--- src/dqb_pkg.sv ---
// dqb_pkg: shared types and codes for the double-ended queue buffer
// holds the input and result word structs, command and status codes
// no dependencies
package dqb_pkg;

  localparam int unsigned WORD_W = 32;

  // command codes
  localparam logic [1:0] CMD_PUSH_FRONT = 2'd0;
  localparam logic [1:0] CMD_PUSH_REAR  = 2'd1;
  localparam logic [1:0] CMD_POP_FRONT  = 2'd2;
  localparam logic [1:0] CMD_POP_REAR   = 2'd3;

  // status codes
  localparam logic [1:0] ST_OK         = 2'd0;
  localparam logic [1:0] ST_POP_EMPTY  = 2'd1;
  localparam logic [1:0] ST_PUSH_FULL  = 2'd2;

  typedef struct packed {
    logic [1:0]               cmd;
    logic signed [WORD_W-1:0] push_value;
  } in_word_t;

  typedef struct packed {
    logic signed [WORD_W-1:0] front_value;
    logic signed [WORD_W-1:0] rear_value;
    logic                     queue_empty;
    logic [1:0]               status;
  } out_word_t;

  // pointer update request from the control logic
  typedef struct packed {
    logic       upd;
    logic [1:0] cmd;
  } ptr_op_t;

endpackage

--- src/double_ended_queue_buffer.sv ---
// double_ended_queue_buffer: deque of signed 32-bit words in a ring store
// a push, failed pop, or pop that empties the queue is registered to out_data;
// a pop that leaves entries first does one ram read for the new front or rear
// pushes: 1 word per cycle unless out_stall holds; no new word during such a pop
// reset: head, count and valid flags cleared; ram contents untouched, no
// clearing pass, so words are accepted right after reset
module double_ended_queue_buffer #(
  parameter int unsigned DEPTH = 64
) (
  input  logic               clk,
  input  logic               rst_n,
  input  logic               in_valid,
  output logic               in_stall,
  input  dqb_pkg::in_word_t  in_data,
  output logic               out_valid,
  input  logic               out_stall,
  output dqb_pkg::out_word_t out_data
);

  localparam int unsigned AW = $clog2(DEPTH);
  localparam int unsigned CW = $clog2(DEPTH + 1);

  localparam logic signed [dqb_pkg::WORD_W-1:0] NONE_VALUE = '1;

  // pointer unit outputs
  dqb_pkg::ptr_op_t ptr_op;
  logic [AW-1:0]    head_inc, head_dec, tail_inc, tail_dec;
  logic             is_empty, is_full, more_than_one;

  // ram ports
  logic                              ram_we, ram_re;
  logic [AW-1:0]                     ram_waddr, ram_raddr;
  logic signed [dqb_pkg::WORD_W-1:0] ram_rdata;

  // cached front and rear words, valid while the queue is not empty
  logic signed [dqb_pkg::WORD_W-1:0] front_r, front_nxt;
  logic signed [dqb_pkg::WORD_W-1:0] rear_r, rear_nxt;

  // a pop waiting on the ram read
  logic rd_pend_r, rd_pend_nxt;
  logic pend_front_r, pend_front_nxt;

  // result register
  logic               out_valid_r, out_valid_nxt;
  dqb_pkg::out_word_t out_data_r, out_data_nxt;

  logic out_free, acc, is_push, cmd_front, done_rd, load_now;

  // result register free this cycle if empty or being taken
  assign out_free = !out_valid_r || !out_stall;
  assign in_stall = rd_pend_r || !out_free;
  assign acc      = in_valid && !in_stall;

  assign is_push   = !in_data.cmd[1];
  assign cmd_front = (in_data.cmd == dqb_pkg::CMD_PUSH_FRONT) ||
                     (in_data.cmd == dqb_pkg::CMD_POP_FRONT);

  // pointer update only for a push with room or a pop with entries
  assign ptr_op.upd = acc && (is_push ? !is_full : !is_empty);
  assign ptr_op.cmd = in_data.cmd;

  dqb_ptr #(
    .DEPTH(DEPTH),
    .AW   (AW),
    .CW   (CW)
  ) u_ptr (
    .clk          (clk),
    .rst_n        (rst_n),
    .op           (ptr_op),
    .head_inc     (head_inc),
    .head_dec     (head_dec),
    .tail_inc     (tail_inc),
    .tail_dec     (tail_dec),
    .is_empty     (is_empty),
    .is_full      (is_full),
    .more_than_one(more_than_one)
  );

  // push writes below the head or past the tail
  assign ram_we    = acc && is_push && !is_full;
  assign ram_waddr = cmd_front ? head_dec : tail_inc;

  // pop that leaves entries fetches the new front or rear
  assign ram_re    = acc && !is_push && more_than_one;
  assign ram_raddr = cmd_front ? head_inc : tail_dec;

  dqb_ram #(
    .DEPTH(DEPTH),
    .AW   (AW)
  ) u_ram (
    .clk  (clk),
    .we   (ram_we),
    .waddr(ram_waddr),
    .wdata(in_data.push_value),
    .re   (ram_re),
    .raddr(ram_raddr),
    .rdata(ram_rdata)
  );

  assign done_rd  = rd_pend_r && out_free;
  assign load_now = acc && !ram_re;

  always_comb begin
    front_nxt      = front_r;
    rear_nxt       = rear_r;
    rd_pend_nxt    = rd_pend_r;
    pend_front_nxt = pend_front_r;
    out_data_nxt   = out_data_r;

    if (done_rd) begin
      // ram word replaces the end that was popped
      if (pend_front_r) begin
        front_nxt = ram_rdata;
      end else begin
        rear_nxt = ram_rdata;
      end
      rd_pend_nxt              = 1'b0;
      out_data_nxt.front_value = pend_front_r ? ram_rdata : front_r;
      out_data_nxt.rear_value  = pend_front_r ? rear_r : ram_rdata;
      out_data_nxt.queue_empty = 1'b0;
      out_data_nxt.status      = dqb_pkg::ST_OK;
    end else if (ram_re) begin
      rd_pend_nxt    = 1'b1;
      pend_front_nxt = cmd_front;
    end else if (load_now) begin
      if (is_push) begin
        if (is_full) begin
          // dropped, queue unchanged and not empty
          out_data_nxt.front_value = front_r;
          out_data_nxt.rear_value  = rear_r;
          out_data_nxt.queue_empty = 1'b0;
          out_data_nxt.status      = dqb_pkg::ST_PUSH_FULL;
        end else begin
          // push onto empty queue makes the word both front and rear
          if (cmd_front || is_empty) begin
            front_nxt = in_data.push_value;
          end
          if (!cmd_front || is_empty) begin
            rear_nxt = in_data.push_value;
          end
          out_data_nxt.front_value = (cmd_front || is_empty) ? in_data.push_value : front_r;
          out_data_nxt.rear_value  = (!cmd_front || is_empty) ? in_data.push_value : rear_r;
          out_data_nxt.queue_empty = 1'b0;
          out_data_nxt.status      = dqb_pkg::ST_OK;
        end
      end else begin
        // pop on empty, or pop of the last entry: queue ends empty
        out_data_nxt.front_value = NONE_VALUE;
        out_data_nxt.rear_value  = NONE_VALUE;
        out_data_nxt.queue_empty = 1'b1;
        out_data_nxt.status      = is_empty ? dqb_pkg::ST_POP_EMPTY : dqb_pkg::ST_OK;
      end
    end
  end

  always_comb begin
    if (done_rd || load_now) begin
      out_valid_nxt = 1'b1;
    end else if (out_stall) begin
      out_valid_nxt = out_valid_r;
    end else begin
      out_valid_nxt = 1'b0;
    end
  end

  always_ff @(posedge clk) begin
    if (!rst_n) begin
      rd_pend_r   <= 1'b0;
      out_valid_r <= 1'b0;
    end else begin
      rd_pend_r   <= rd_pend_nxt;
      out_valid_r <= out_valid_nxt;
    end
  end

  // payload registers
  always_ff @(posedge clk) begin
    front_r      <= front_nxt;
    rear_r       <= rear_nxt;
    pend_front_r <= pend_front_nxt;
    out_data_r   <= out_data_nxt;
  end

  assign out_valid = out_valid_r;
  assign out_data  = out_data_r;

endmodule

--- src/dqb_ram.sv ---
// dqb_ram: entry store of the queue, one write and one read port
// read data registered; uses dqb_pkg
module dqb_ram #(
  parameter int unsigned DEPTH = 64,
  parameter int unsigned AW    = 6
) (
  input  logic                              clk,
  input  logic                              we,
  input  logic [AW-1:0]                     waddr,
  input  logic signed [dqb_pkg::WORD_W-1:0] wdata,
  input  logic                              re,
  input  logic [AW-1:0]                     raddr,
  output logic signed [dqb_pkg::WORD_W-1:0] rdata
);

  logic signed [dqb_pkg::WORD_W-1:0] mem [DEPTH];
  logic signed [dqb_pkg::WORD_W-1:0] rdata_r;

  always_ff @(posedge clk) begin
    if (we) begin
      mem[waddr] <= wdata;
    end
  end

  // read data holds until the next read
  always_ff @(posedge clk) begin
    if (re) begin
      rdata_r <= mem[raddr];
    end
  end

  assign rdata = rdata_r;

endmodule

--- src/dqb_ptr.sv ---
// dqb_ptr: head index, tail index and entry count of the ring
// tail is kept as head + count - 1 mod depth, also when empty; uses dqb_pkg
module dqb_ptr #(
  parameter int unsigned DEPTH = 64,
  parameter int unsigned AW    = 6,
  parameter int unsigned CW    = 7
) (
  input  logic             clk,
  input  logic             rst_n,
  input  dqb_pkg::ptr_op_t op,
  output logic [AW-1:0]    head_inc,
  output logic [AW-1:0]    head_dec,
  output logic [AW-1:0]    tail_inc,
  output logic [AW-1:0]    tail_dec,
  output logic             is_empty,
  output logic             is_full,
  output logic             more_than_one
);

  localparam logic [AW-1:0] LAST_IDX = AW'(DEPTH - 1);

  logic [AW-1:0] head_r, head_nxt;
  logic [AW-1:0] tail_r, tail_nxt;
  logic [CW-1:0] count_r, count_nxt;

  // ring neighbors without a modulo
  assign head_inc = (head_r == LAST_IDX) ? '0 : head_r + 1'b1;
  assign head_dec = (head_r == '0) ? LAST_IDX : head_r - 1'b1;
  assign tail_inc = (tail_r == LAST_IDX) ? '0 : tail_r + 1'b1;
  assign tail_dec = (tail_r == '0) ? LAST_IDX : tail_r - 1'b1;

  assign is_empty      = (count_r == '0);
  assign is_full       = (count_r == CW'(DEPTH));
  assign more_than_one = (count_r > CW'(1));

  always_comb begin
    head_nxt  = head_r;
    tail_nxt  = tail_r;
    count_nxt = count_r;
    if (op.upd) begin
      unique case (op.cmd)
        dqb_pkg::CMD_PUSH_FRONT: begin
          head_nxt  = head_dec;
          count_nxt = count_r + 1'b1;
        end
        dqb_pkg::CMD_PUSH_REAR: begin
          tail_nxt  = tail_inc;
          count_nxt = count_r + 1'b1;
        end
        dqb_pkg::CMD_POP_FRONT: begin
          head_nxt  = head_inc;
          count_nxt = count_r - 1'b1;
        end
        default: begin
          tail_nxt  = tail_dec;
          count_nxt = count_r - 1'b1;
        end
      endcase
    end
  end

  always_ff @(posedge clk) begin
    if (!rst_n) begin
      head_r  <= '0;
      tail_r  <= LAST_IDX;
      count_r <= '0;
    end else begin
      head_r  <= head_nxt;
      tail_r  <= tail_nxt;
      count_r <= count_nxt;
    end
  end

endmodule
--- config.mk ---
export PLATFORM = sky130hd
export DESIGN_NAME = double_ended_queue_buffer
export DESIGN_NICKNAME = d
export VERILOG_FILES = /design/src/dqb_pkg.sv /design/src/double_ended_queue_buffer.sv /design/src/dqb_ram.sv /design/src/dqb_ptr.sv
export SDC_FILE = /design/constraint.sdc
export NUM_CORES = 2
export LEC_CHECK = 0
export ABC_AREA = 1
export BUFFER_PORTS_ARGS = -buffer_cell sky130_fd_sc_hd__buf_2
export CORE_MARGIN = 4
export CORE_UTILIZATION = 30
export CTS_CLUSTER_DIAMETER = 60
export DETAILED_ROUTE_END_ITERATION = 7
export SYNTH_ARGS = -nofsm -noshare
export SYNTH_HDL_FRONTEND = slang
export SYNTH_HIERARCHICAL = 1
export SYNTH_SLANG_ARGS = --single-unit
--- constraint.sdc ---
create_clock -name clk -period 8.78 [get_ports clk]
set_input_delay 0.439 -clock clk [delete_from_list [all_inputs] [get_ports clk]]
set_output_delay 0.439 -clock clk [all_outputs]
set_load 0.02 [all_outputs]
==> summary.md <==
| Metric | Value |
|---|---|
| Status | `finished, final reports clean` |
| Core area | `0.309 mm2` |
| Setup Skew | `approximately 0.032 ns` |
| EDFF count, synth | `2209` |
| Setup crit end kind | `flop` |
| Mapped Cells | `8084` |
| Global-route wire length before repair | `407 mm` |
| Met3 wire length | `roughly 27 mm` |
| Final wirelength | `around 280 mm` |
| Clock tree buffer depth | `3` |
| TritonCTS Sinks | `~2200` |
| Worst-Skew Late Latency | `just under 0.9 ns` |
| Via Count | `63900` |
| RSZ-0062 raised after global routing | `no` |
| Resized cells post-CTS | `0` |
| DR WL met2 | `128 mm` |
| DP Area | `0.0978 mm2` |
| NumNets Final | `8109` |
| Pin count of the biggest net entering global routing | `around 180` |
| Hold buffers post-CTS | `5` |
| Clock-pin slew on the worst setup and hold paths | `roughly 0.06 ns` |
| DP Worst Slack | `3.65 ns` |
| Hold_ws | `around 0.076 ns` |
| Final setup viols | `0` |
| Maxcap violations | `0` |
| First DRT Iteration DRCs | `~7500` |
| Critical Path Source Type | `flop` |
| Power, Total | `approximately 26 mW` |
| GP Congestion | `between 0.8 and 0.9` |
| Static Leak | `36.9 nW` |
| Area contributors post-synth | `edfxtp_1 (71%), nand3_1 (11%), nand2_1 (11%)` |
| Mapped cell area | `a little over 0.09 mm2` |
| Root Driver | `clkbuf_16` |
| Initial Util | `a little under a third` |
| Maximum VDD drop | `about 230 uV` |
| Post-synth top area share | `71.4%` |
| Dpl cells | `between 10000 and 15000` |
| Post-synth top area cell | `edfxtp_1` |
| DP Wirelength | `145 mm` |
| Initial antenna violation count | `13` |
| Final Cell Area | `roughly 0.11 mm2` |
| Setup Total Neg Slack | `0 ns` |
| Mapped Nets | `between 8000 and 9000` |
| Sequential area share after synthesis | `between 70% and 80%` |
| Post-CTS setup buffer count | `0` |
| Drt drc | `0` |
| Max Slew Vio Count | `0` |
| Syn avg cell area | `around 11 um2` |
| Total CTS buffers | `229` |
| Vias/cell | `just over 5` |
| Vias in the first global route | `a little over 60000` |
| F_max | `roughly 190 MHz` |
| Tmin final | `between 5 and 6 ns` |
| Ys async rst share | `0%` |
| Slew Limit Headroom | `about 16%` |
| Top-count cell post-synth | `nand2_1` |
| GRT Overall Usage | `between 10% and 20%` |
| Top_reg_cell synth | `edfxtp_1` |
| Worst-Margin Slew | `1.25 ns` |
| # port buffers | `roughly 110` |
| Die width | `about 560 um` |
| Final std cells w/o fill | `about 12000` |
| 1st-pass router iterations | `6` |
| Row count | `roughly 200` |
| DR WL/cell | `~23 um` |
| CTS tree | `yes` |
| I/O pin cnt | `107` |
| CP Class | `reg -> reg` |
| Die Area | `between 0.3 and 0.4 mm2` |
| Flops & latches, synth | `~2200` |
| Worst Setup Slack, final | `between 3 and 4 ns` |
| Hold WC Path Type | `in -> reg` |
| Antenna viol nets, final | `0` |
| Yosys Warn Count | `6` |
| Most common library cells after synthesis | `nand2_1 (2689), edfxtp_1 (2209), nand3_1 (2097)` |
| Count of different cell masters after synthesis | `40` |
| Critical path fanouts, max | `65` |
| Die Ht | `approximately 560 um` |
| Share of post-route cells with drive strength above 1 | `approximately 8.2%` |
| H-tree Lvls | `4` |
| CP arrival | `just under 6 ns` |
| Pwr/cell area | `roughly 250 mW/mm2` |
| Met1 Wirelength | `114 mm` |
| DR top layer | `met5` |
| Fin util | `roughly a third` |
| Synthesis-to-finish area growth | `13.1%` |
| Hold Vio Cnt, Final | `0` |
| CP required | `~9.3 ns` |
| Gr ovfl total | `0` |
| Tcrit/Tclk final | `59.7%` |
## report_power, final
part           total (mW)  internal, mW  leakage, nW  switching [mW]
sequential           12.2          12.1         20.1           0.131
combinational        4.54          1.11         13.2            3.43
clock                9.37          5.27         3.50            4.10
## kinds of logic after synthesis
group                    count (synthesis)  synth area share [%]
flip-flops                            2233                  72.0
AND/OR/NAND/NOR                       4975                  23.3
adder cells (fa/ha/maj)                 10                 0.135
XOR/XNOR                                 6                0.0566
buffers and inverters                  675                  3.54
AO/OA/AOI/OAI                          185                  1.03
## final timing paths
path | slack, ns | endpoint | start | depth (start not counted)
setup / recovery | 3.54 | u_ram/mem[3][4] | u_ptr/count_r[0] | 11
hold / removal | 0.08 | out_data[2] | in_data[33] | 3
hold reg to reg | 0.47 | out_data[0] | out_data[0] | 2
setup reg to reg | 3.54 | u_ram/mem[3][4] | u_ptr/count_r[0] | 11
## layout by cell type (no fill, tap or decap), types with 4 or more instances in the layout
master         count
edfxtp_1        2209
diode_2           11
o21ai_0           81
dlygate4sd3_1      5
buf_12            15
ha_1              10
buf_2            104
nor2_1            21
clkinv_8           7
clkbuf_16        231
o21ai_1           72
nand2_4            5
nand3_1         2097
clkinv_1          67
xor2_1             5
and2_1            54
dfxtp_1           24
nand2_2            4
clkbuf_1          56
inv_2             10
inv_1            136
nor4_2             8
and2_0            10
nand4_1           16
nand2_1         2683
buf_4            146
a21oi_1           19
inv_6              7
clkinvlp_4         4
nor3_1             4
bufinv_16         15
nor2_4            64
inv_16             4
clkinv_2          31
## flip-flops by register name (all words and copies together), names as in the netlist, 6 cells and up
register / count
u_ptr/count_r: 7
out_data: 67
rear_r: 32
u_ram/rdata: 32
u_ptr/tail_r: 6
u_ram/mem: 2048
front_r: 32
u_ptr/head_r: 6
## critical path, cell delays in order, from the launching register on
cell and delay (ns):
dfxtp_1 0.44, inv_1 0.13, ha_1 0.23, nand2_1 0.11
nor3_1 0.09, nor2_4 0.08, buf_4 0.68, inv_1 0.24
nor2_1 0.59, nand4_1 0.95, nor2_4 0.87, buf_4 0.45
## area by class of cell
cell class / count / area, um2
sequential: 2233 / 66800
clock inverter: 140 / 1190
multi-input combinational: 5176 / 23300
timing repair buffer: 270 / 1970
antenna: 11 / 27.5
tap: 4120 / 5150
fill: 29900 / 204000
clock buffer: 287 / 5990
inverter: 151 / 606
## layer usage
metal / vias up / global-route usage [%]
met3: 500 / 3.51
li1: 28500 / -
met1: 31700 / 23.0
met5: - / 0
met4: 12 / 6.15
met2: 3163 / 27.1
No activity file was read; power rests on OpenSTA's default activity.
